==> src/hdl/quad_batcher_texture_slots_unit_defines.svh <==
// Assertion macros for the quad batcher.
// Included by modules that carry concurrent checks; no other dependencies.
`ifndef QUAD_BATCHER_TEXTURE_SLOTS_UNIT_DEFINES_SVH
`define QUAD_BATCHER_TEXTURE_SLOTS_UNIT_DEFINES_SVH
// implication checked on every clock, reset low disables
`define QBT_ASSERT_IMP(label, clk, rst_n, ante, cons, msg) \
    label: assert property (@(posedge clk) disable iff (!rst_n) (ante) |-> (cons)) \
        else $error(msg);
// next-cycle implication
`define QBT_ASSERT_NXT(label, clk, rst_n, ante, cons, msg) \
    label: assert property (@(posedge clk) disable iff (!rst_n) (ante) |=> (cons)) \
        else $error(msg);
`endif

==> src/hdl/qbt_pkg.sv <==
// Shared types, constants and trig helpers for the quad batcher.
// No dependencies.
package qbt_pkg;
    localparam int IN_W  = 225;
    localparam int OUT_W = 137;

    typedef enum logic [0:0] {
        OP_DRAW  = 1'b0,
        OP_FLUSH = 1'b1
    } t_op;

    // classified job from front to back
    typedef struct packed {
        logic        flush_only;   // end batch: one flush record
        logic        pre_flush;    // flush before the quad
        logic [16:0] flush_cnt;
        logic [4:0]  slot;
        logic [31:0] pos_x;
        logic [31:0] pos_y;
        logic [31:0] size_x;
        logic [31:0] size_y;
        logic [15:0] phase;
        logic [31:0] color;
        logic [15:0] tiling;
    } t_job;

    typedef enum logic [2:0] {
        BK_IDLE,
        BK_TRIG,
        BK_MUL,
        BK_SUM,
        BK_EMIT
    } t_bk_state;

    function automatic logic [14:0] quarter_sine(input logic [4:0] k);
        case (k)
            5'd0:  quarter_sine = 15'd0;
            5'd1:  quarter_sine = 15'd1606;
            5'd2:  quarter_sine = 15'd3196;
            5'd3:  quarter_sine = 15'd4756;
            5'd4:  quarter_sine = 15'd6270;
            5'd5:  quarter_sine = 15'd7723;
            5'd6:  quarter_sine = 15'd9102;
            5'd7:  quarter_sine = 15'd10394;
            5'd8:  quarter_sine = 15'd11585;
            5'd9:  quarter_sine = 15'd12665;
            5'd10: quarter_sine = 15'd13623;
            5'd11: quarter_sine = 15'd14449;
            5'd12: quarter_sine = 15'd15137;
            5'd13: quarter_sine = 15'd15679;
            5'd14: quarter_sine = 15'd16069;
            5'd15: quarter_sine = 15'd16305;
            default: quarter_sine = 15'd16384;
        endcase
    endfunction

    function automatic logic [14:0] sine_quarter(input logic [14:0] u);
        logic [14:0] a;
        logic [14:0] b;
        logic [24:0] prod;
        if (u[14]) begin
            sine_quarter = 15'd16384;
        end else begin
            a    = quarter_sine({1'b0, u[13:10]});
            b    = quarter_sine({1'b0, u[13:10]} + 5'd1);
            prod = 25'(b - a) * 25'(u[9:0]) + 25'd512;
            sine_quarter = a + 15'(prod[24:10]);
        end
    endfunction

    function automatic logic signed [15:0] sine_phase(input logic [15:0] p);
        logic [14:0] v;
        if (p[14]) begin
            v = sine_quarter(15'h4000 - {1'b0, p[13:0]});
        end else begin
            v = sine_quarter({1'b0, p[13:0]});
        end
        sine_phase = p[15] ? -$signed({1'b0, v}) : $signed({1'b0, v});
    endfunction
endpackage

==> src/hdl/qbt_front.sv <==
// Front end: accepts requests, keeps batch counters and the slot table.
// Uses qbt_pkg. Looks up and classifies a request before the next.
module qbt_front #(
    parameter int QUAD_LIMIT = 16384,
    parameter int SLOTS      = 32
) (
    input  logic                  i_clk,
    input  logic                  i_rst_n,
    input  logic                  i_valid,
    output logic                  o_ready,
    input  logic [qbt_pkg::IN_W-1:0] i_data,
    output logic                  o_job_valid,
    input  logic                  i_job_ready,
    output qbt_pkg::t_job         o_job
);
    import qbt_pkg::*;
    `include "quad_batcher_texture_slots_unit_defines.svh"

    localparam int QW = $clog2(QUAD_LIMIT + 1);

    logic [31:0]   r_table [32];
    logic [5:0]    r_used;
    logic [QW-1:0] r_quads;
    logic          r_busy;
    logic [IN_W-1:0] r_req;
    logic          r_out_v;
    t_job          r_job;

    logic [31:0] w_tex;
    logic        w_full;
    logic [5:0]  w_base;
    logic [4:0]  w_hit_slot;
    logic        w_hit;
    logic [47:0] w_ang;
    logic [15:0] w_phase;

    assign o_ready     = !r_busy && (!r_out_v || i_job_ready);
    assign o_job_valid = r_out_v;
    assign o_job       = r_job;
    assign w_tex       = r_req[208:177];
    assign w_full      = (r_quads >= QW'(QUAD_LIMIT)) || (r_used >= 6'(SLOTS));
    assign w_base      = w_full ? 6'd1 : r_used;

    always_comb begin
        w_hit      = 1'b0;
        w_hit_slot = '0;
        for (int i = 31; i >= 1; i--) begin
            if (6'(i) < w_base && r_table[i] == w_tex) begin
                w_hit      = 1'b1;
                w_hit_slot = 5'(i);
            end
        end
    end

    // phase = floor(rot * 166886 / 2^16) mod 2^16
    assign w_ang   = 48'($signed(r_req[144:129])) * 48'sd166886;
    assign w_phase = w_ang[31:16];

    always_ff @(posedge i_clk) begin
        if (!i_rst_n) begin
            r_busy  <= 1'b0;
            r_out_v <= 1'b0;
            r_used  <= 6'd1;
            r_quads <= '0;
        end else begin
            if (r_out_v && i_job_ready) r_out_v <= 1'b0;
            if (i_valid && o_ready) begin
                r_req  <= i_data;
                r_busy <= 1'b1;
            end else if (r_busy) begin
                r_busy  <= 1'b0;
                r_out_v <= 1'b1;
                r_job.flush_cnt <= 17'(r_quads) * 17'd6;
                r_job.pos_x   <= r_req[32:1];
                r_job.pos_y   <= r_req[64:33];
                r_job.size_x  <= r_req[96:65];
                r_job.size_y  <= r_req[128:97];
                r_job.phase   <= w_phase;
                r_job.color   <= r_req[176:145];
                r_job.tiling  <= r_req[224:209];
                if (t_op'(r_req[0]) == OP_FLUSH) begin
                    r_job.flush_only <= 1'b1;
                    r_job.pre_flush  <= 1'b0;
                    r_used  <= 6'd1;
                    r_quads <= '0;
                end else begin
                    r_job.flush_only <= 1'b0;
                    r_job.pre_flush  <= w_full;
                    r_quads <= (w_full ? QW'(0) : r_quads) + QW'(1);
                    if (w_hit) begin
                        r_job.slot <= w_hit_slot;
                        r_used     <= w_base;
                    end else begin
                        r_job.slot <= w_base[4:0];
                        r_table[w_base[4:0]] <= w_tex;
                        r_used <= w_base + 6'd1;
                    end
                end
            end
        end
    end

    `QBT_ASSERT_NXT(a_busy_one, i_clk, i_rst_n, r_busy, !r_busy, "front busy stuck")
    `QBT_ASSERT_IMP(a_used_rng, i_clk, i_rst_n, 1'b1, r_used >= 6'd1 && r_used <= 6'd32,
        "slot count out of range")
    `QBT_ASSERT_IMP(a_no_take, i_clk, i_rst_n, r_busy, !o_ready, "accept while busy")
endmodule

==> config.mk <==
export PLATFORM = sky130hd
export DESIGN_NAME = qbt_front
export DESIGN_NICKNAME = d
export VERILOG_FILES = /design/src/hdl/qbt_pkg.sv /design/src/hdl/qbt_front.sv
export VERILOG_INCLUDE_DIRS = /design/src /design/src/hdl
export SDC_FILE = /design/constraint.sdc
export NUM_CORES = 2
export LEC_CHECK = 0
export BUFFER_PORTS_ARGS = -buffer_cell sky130_fd_sc_hd__buf_2
export CAP_MARGIN = 20
export CELL_PAD_IN_SITES_DETAIL_PLACEMENT = 0
export CELL_PAD_IN_SITES_GLOBAL_PLACEMENT = 2
export CORE_UTILIZATION = 40
export CTS_CLUSTER_DIAMETER = 40
export DETAILED_ROUTE_END_ITERATION = 7
export PLACE_DENSITY = 0.83
export SYNTH_ARGS = -nofsm -noshare
export SYNTH_HDL_FRONTEND = slang
export SYNTH_SLANG_ARGS = --single-unit
==> constraint.sdc <==
create_clock -name i_clk -period 6.9 [get_ports i_clk]
set_input_delay 0.345 -clock i_clk [delete_from_list [all_inputs] [get_ports i_clk]]
set_output_delay 0.345 -clock i_clk [all_outputs]
set_load 0.02 [all_outputs]
* Word level (Yosys, flattened, before mapping) *
Memory sizes are Yosys's and may differ from the RTL's.
Cells that the tools add are included.

storage, ports and cells
  register bits after elaboration = 463
  latch bits = 0
  bits in writable memories = 1024
  memory bits (read-only) = 0
  logic and storage cells = 208
  memories kept = 1

memories
  memory   depth  bits a word  rd ports  clocked after memory_dff  write ports  RTL line         RTL
  r_table  32     32           31        0                         1            qbt_front.sv:21  logic [31:0] r_table [32];

operators by class
  add/sub/neg operators = 2
  $mul = 2
  divide/modulo/power cells = 0
  $lt $le $gt $ge = 33
  equal/unequal tests = 31
  shifts and indexed selects = 0
  mux-type cells = 79
  bitwise logic cells = 2
  reductions and logical operators = 42

operator list
  kind                                                        count
  == test 32 bit                                              31
  2-to-1 mux 5 bit                                            32
  less-than comparator 5 x 6 -> 1 bit (first input constant)  16
  less-than comparator 4 x 6 -> 1 bit (first input constant)  8
  2-to-1 mux 1 bit                                            41
  logical AND 1 bit                                           34
  multiplier 16 x 18 -> 31 bit (second input constant)        1
  2-to-1 mux 15 bit                                           2
  less-than comparator 3 x 6 -> 1 bit (first input constant)  4
  2-to-1 mux 6 bit                                            3
  multiplier 15 x 2 -> 16 bit (second input constant)         1
  adder 15 x 1 -> 15 bit (second input constant)              1
  >= comparator 15 bit (second input constant)                1
  less-than comparator 2 x 6 -> 1 bit (first input constant)  2
  adder 6 x 1 -> 6 bit (second input constant)                1
  >= comparator 6 bit (second input constant)                 1
  less-than comparator 1 x 6 -> 1 bit (first input constant)  1
  AND reduction 2 bit                                         2
  AND reduction 4 bit                                         1
  AND reduction 3 bit                                         1
  zero test 1 bit                                             2
  logical OR 1 bit                                            2
  2-to-1 mux 2 bit                                            1
  NOT 1 bit                                                   2

* Logic depth before layout (Yosys ltp) *
  depth in word-level cells = 42
  mapped depth = 23
  depth with buffers taken out = 23

* Worst setup path before layout *
Ideal clock, no wire load.

  path type = register to register
  start = register r_busy
  end = register r_req[0], enable pin
  library setup time = 0.616 ns
  data arrival time = 6.228 ns
  setup slack = 0.056 ns
  cell stages (with the launch flop) = 4
  buffers on the path = 1
  clock period less this slack = 6.844 ns
  cells stage by stage = dfxtp_1 -> clkbuf_1 -> a21oi_1 -> and3_1

on the way
  cells in the longest elaborated chain, start to end = 4

ends and longest elaborated chain
  element                               RTL line         RTL
  from (decl)                           qbt_front.sv:24  logic r_busy;
  from (signal assigned)                qbt_front.sv:61  r_busy <= 1'b0;
  from (signal assigned)                qbt_front.sv:69  r_busy <= 1'b1;
  from (signal assigned)                qbt_front.sv:71  r_busy <= 1'b0;
  zero test 1 bit                       qbt_front.sv:37  assign o_ready = !r_busy && (!r_out_v || i_job_ready);
  logical AND 1 bit                     qbt_front.sv:37
  net o_ready                           qbt_front.sv:10  output logic o_ready,
  logical AND 1 bit                     qbt_front.sv:67  if (i_valid && o_ready) begin
  AND reduction 2 bit (no source line)  -
  to (signal assigned)                  qbt_front.sv:68  r_req <= i_data;
  to (decl)                             qbt_front.sv:25  logic [IN_W-1:0] r_req;

The timed path passes the listed nets, and every way through them passes these cells.
A chain may end at the register's enable or synchronous reset.

* Worst setup path after layout *
  start = register r_req[138]
  end = register r_job, in the netlist o_job[61] (data pin)

on the way
  cells in the longest elaborated chain, start to end = 1

ends and longest elaborated chain
  element                       RTL line         RTL
  multiplier 16 x 18 -> 31 bit  qbt_front.sv:56  assign w_ang = 48'($signed(r_req[144:129])) * 48'sd166886;
  net w_ang[29]                 qbt_front.sv:34  logic [47:0] w_ang;
  to (decl)                     qbt_front.sv:27  t_job r_job;

The timed path passes the listed nets, and every way through them passes these cells.

==> impl_table.tex <==
\begin{tabular}{lr}
\hline
Metric & Value \\
\hline
\multicolumn{2}{l}{\textbf{Global routing}} \\
\quad Routing usage on met1 & 28.9\% \\
\quad Largest net degree at the start of global routing & about 170 \\
\quad Met3 track demand over resource in global routing & 3.73\% \\
\quad Global-route wire length before repair & between 200 and 300 mm \\
\quad Vias in the first global route & around 40k \\
\quad GRT Overall Usage & 21.3\% \\
\quad Sum of overflow across all layers after global routing & 0 \\
\quad GR peak layer & met2 \\
\quad Met2 track demand over resource in global routing & 35.3\% \\
\quad Antenna violations before repair & 7 \\
\multicolumn{2}{l}{\textbf{Synthesis}} \\
\quad Sequential-to-total area share from yosys stat & approximately two thirds \\
\quad Most used flip-flop cell after synthesis & sky130\_fd\_sc\_hd\_\_edfxtp\_1 \\
\quad Share of async-settable or async-resettable flops after synthesis & 0\% \\
\quad Largest cells by area after synthesis & sky130\_fd\_sc\_hd\_\_edfxtp\_1 (67\%), sky130\_fd\_sc\_hd\_\_xor2\_1 (11\%), sky130\_fd\_sc\_hd\_\_ha\_1 (3.2\%) \\
\quad Synth area leader & sky130\_fd\_sc\_hd\_\_edfxtp\_1 \\
\quad Mean Syn Cell Area & between 15 and 20 µm² \\
\quad Synth Cell Area & 63,100 µm² \\
\quad Synthesis Warnings & 0 \\
\quad Distinct cell type count of the synthesized netlist & 74 \\
\quad Portion of synthesized cell area occupied by the leading cell type & 66.6\% \\
\quad Most frequent cells after synthesis & sky130\_fd\_sc\_hd\_\_edfxtp\_1 (1,400), sky130\_fd\_sc\_hd\_\_xor2\_1 (801), sky130\_fd\_sc\_hd\_\_nor4\_1 (308) \\
\quad Most frequently used cell type in the post-synthesis netlist & sky130\_fd\_sc\_hd\_\_edfxtp\_1 \\
\quad Number of flops mapped to enable cells by yosys & 1,400 \\
\quad Number of instances in the synthesized netlist & $\sim$4.1k \\
\quad Flip-flop and latch count after synthesis & roughly 1.4k \\
\quad Synthesized net count & 4,604 \\
\multicolumn{2}{l}{\textbf{Timing}} \\
\quad Fin Setup TNS & 0 ns \\
\quad Unrepaired setup endpoints after global routing & no \\
\quad Total setup violations reported at the end of the flow & 0 \\
\quad Worst-Margin Slew & 1.18 ns \\
\quad Slew Limit Headroom & between 20 and 25\% \\
\quad Post-layout min period & 6.45 ns \\
\quad Final worst path period share & 93.5\% \\
\quad Peak clock frequency supported by timing & 155 MHz \\
\quad Count of endpoints failing hold in the final timing report & 0 \\
\quad Final setup skew & between 0.1 and 0.15 ns \\
\quad Final count of pins violating max slew & 0 \\
\multicolumn{2}{l}{\textbf{Power}} \\
\quad Clock power share & 45.5\% \\
\quad Power Total & between 0.02 and 0.025 W \\
\quad Leakage & between 20 and 30 nW \\
\quad Proportion of total power due to net switching & approximately a quarter \\
\quad P\_sw & 0.00575 W \\
\quad Areal power density over the cells & roughly 300 nW/µm² \\
\quad Sequential fraction of design power & a little over two fifths \\
\quad Gate power share & 11.7\% \\
\quad Worst vdd ir & 0.000252 V \\
\quad Internal power consumption & 0.0171 W \\
\multicolumn{2}{l}{\textbf{Placed design}} \\
\quad Placed wire-length estimate after detailed placement & 108 mm \\
\quad Port Buf Inserts & 445 \\
\quad Final weighted congestion in routability-driven placement & between 0.8 and 0.9 \\
\multicolumn{2}{l}{\textbf{Floorplanning}} \\
\quad Rows & 145 \\
\quad Overall die width & around 400 µm \\
\quad Die boundary height & 399 µm \\
\quad Total core area & 156,000 µm² \\
\quad Starting Density & approximately two fifths \\
\quad Count of pins on the block boundary & between 400 and 500 \\
\quad Die ar. & between 150,000 and 200,000 µm² \\
\multicolumn{2}{l}{\textbf{Clocking}} \\
\quad Cell at the root of the clock tree & sky130\_fd\_sc\_hd\_\_clkbuf\_16 \\
\quad Clock tree from TritonCTS & done \\
\quad Htree depth & 4 \\
\quad Sink count of the clock tree & 1,423 \\
\quad Total clock buffers created by CTS & 191 \\
\quad Clock Latency Late Sink & 0.85 ns \\
\quad Clock-pin transition on the worst setup and hold timing paths & 0.06 ns \\
\quad Post-CTS Setup Bufs & 0 \\
\quad Maximum buffer depth of the clock tree & 3 \\
\multicolumn{2}{l}{\textbf{Critical path}} \\
\quad Arrival time worst endpoint & $\sim$7 ns \\
\quad Data required time at the worst endpoint & 7.43 ns \\
\quad Critical path launch point type & flip-flop \\
\quad Critical path class & reg -> reg \\
\quad Critical-path maximum fanout & 6 \\
\quad Critical Path End Type & flip-flop \\
\multicolumn{2}{l}{\textbf{Detailed routing}} \\
\quad Total DRC errors in the routed layout & 0 \\
\quad Vias per std cell & approximately 5.2 \\
\quad Number of nets with antenna violations after detailed routing & 0 \\
\quad First-pass iteration count of the detailed router & 8 \\
\quad Total via count after detailed routing & about 38k \\
\quad Per-cell routed wire length & 23.7 µm \\
\quad 1st-iter DRT viols & 3,086 \\
\quad Aggregate routed wire length & between 150 and 200 mm \\
\multicolumn{2}{l}{\textbf{Run}} \\
\quad Max Cap Violations & 0 \\
\multicolumn{2}{l}{\textbf{Layout}} \\
\quad Net count of the finished layout & 5,509 \\
\quad Area taken by flip-flops and latches & 42,500 µm² \\
\quad Fraction of final layout cells with drive strength greater than 1 & between 10\% and 20\% \\
\quad Filler Cells Inserted & 13.1k \\
\quad Area used by multi-input combinational logic & around 19,000 µm² \\
\quad Layout area overhead & 23.9\% \\
\quad Share of the core filled with cells in the final layout & 50.0\% \\
\multicolumn{2}{l}{\textbf{Outcome}} \\
\quad Result of the run & finished clean \\
\multicolumn{2}{l}{\textbf{Min path}} \\
\quad Class of the worst hold path & in -> reg \\
\hline
\end{tabular}
state kept, by name (all words and copies together) (netlist names):
name	cells
r_used	6
r_quads	15
r_busy	1
r_table	960
r_req	225
o_job_valid	1
o_job	215
layout make-up:
cell class | instances | area share (%)
Inverter | 185 | 0.888
Timing Repair Buffer | 833 | 8.05
Sequential cell | 1423 | 54.4
Clock buffer | 216 | 6.26
Multi-Input combinational cell | 2400 | 24.5
Tap cell | 2058 | 3.29
Antenna cell | 3 | 0.00960
Clock inverter | 142 | 2.58
layout by cell type, fill, tap and decap left out, drive strengths merged, types with 18 or more instances in the layout:
cell type / synthesis / final
a21oi: 36 / 36
bufinv: 0 / 27
nand2: 72 / 72
xnor2: 194 / 194
ha: 163 / 163
edfxtp: 1400 / 1400
buf: 109 / 604
nor3: 69 / 69
inv: 185 / 217
o21ai: 26 / 26
dfxtp: 23 / 23
fa: 83 / 83
clkinvlp: 0 / 18
or4: 23 / 23
nor4: 309 / 309
nor2: 214 / 214
dlygate4sd3: 0 / 229
clkinv: 0 / 65
xor2: 801 / 801
clkbuf: 12 / 216
nand4: 135 / 135
nand3: 70 / 70
through the flow:
| step | hold slack, ns | setup slack [ns] | area (µm²) | instances |
|---|---|---|---|---|
| 6_report | 0.211 | 0.446 | 78200 | 7260 |
| 5_1_grt | 0.176 | 0.0804 | 78200 | 7259 |
| 4_1_cts | 0.146 | 0.353 | 78200 | 7257 |
| 3_5_place_dp | 0.405 | 0.352 | 69000 | 6670 |
| 3_3_place_gp | 0.401 | 0.407 | 68900 | 6666 |
| 2_1_floorplan | 0.400 | 0.0557 | 63100 | 4129 |
critical path, cell delays in order (launching register included):
cell,delay [ns]
sky130_fd_sc_hd__edfxtp_1,0.50
sky130_fd_sc_hd__fa_1,0.48
sky130_fd_sc_hd__fa_1,0.56
sky130_fd_sc_hd__inv_1,0.06
sky130_fd_sc_hd__fa_1,0.56
sky130_fd_sc_hd__fa_1,0.43
sky130_fd_sc_hd__fa_1,0.49
sky130_fd_sc_hd__inv_1,0.05
sky130_fd_sc_hd__fa_1,0.44
sky130_fd_sc_hd__ha_1,0.34
sky130_fd_sc_hd__and3_1,0.22
sky130_fd_sc_hd__and2_1,0.15
sky130_fd_sc_hd__a22oi_1,0.13
sky130_fd_sc_hd__a21boi_0,0.36
sky130_fd_sc_hd__a311oi_1,0.17
sky130_fd_sc_hd__buf_4,0.19
sky130_fd_sc_hd__a2111oi_0,0.36
sky130_fd_sc_hd__nor3_1,0.14
sky130_fd_sc_hd__buf_4,0.17
sky130_fd_sc_hd__a21oi_1,0.20
sky130_fd_sc_hd__o21ai_0,0.11
sky130_fd_sc_hd__nor2b_1,0.14
cells by family (layout without fill, tap and decap cells):
| group | Yosys count | count (layout) | share of synthesized area [%] |
|---|---|---|---|
| other | 1 | 4 | 0.00594 |
| buffers and inverters | 306 | 1376 | 2.42 |
| adders and majority gates | 246 | 246 | 5.87 |
| xor gates and xnor gates | 995 | 995 | 13.8 |
| DFF | 1423 | 1423 | 67.4 |
| AOI/OAI and AO/OA | 143 | 143 | 1.54 |
| and+or+nand+nor | 1015 | 1015 | 9.00 |
worst paths after layout:
path | from | end | slack (ns) | cells past startpoint
worst max-delay path | r_req[138]$_DFFE_PP_ | o_job[61]$_DFFE_PP_ | 0.45 | 21
worst min-delay path | i_data[52] | r_req[52]$_DFFE_PP_ | 0.21 | 2
worst max register to register | r_req[138]$_DFFE_PP_ | o_job[61]$_DFFE_PP_ | 0.45 | 21
worst min register to register | r_req[155]$_DFFE_PP_ | o_job[26]$_DFFE_PP_ | 0.41 | 0
per-layer routing:
layer	up-vias	wire, µm
li1	17200	-
met5	-	23
met3	261	10900
met2	1409	83000
met4	4	3980
met1	19200	73900
timing repair:
item,4_1_cts,5_1_grt
resized for setup,0,0
hold endpoints to repair,230,0
hold buffers,229,0
power groups by stage:
stage / registers (W) / logic, W / clock network [W]
2_1_floorplan: 0.0101 / 0.00168 / 0
3_3_place_gp: 0.00997 / 0.00255 / 0
3_5_place_dp: 0.00997 / 0.00259 / 0
4_1_cts: 0.00980 / 0.00271 / 0.0105
5_1_grt: 0.00980 / 0.00303 / 0.0109
6_report: 0.00979 / 0.00268 / 0.0104
No activity file was read; power rests on OpenSTA's default activity.
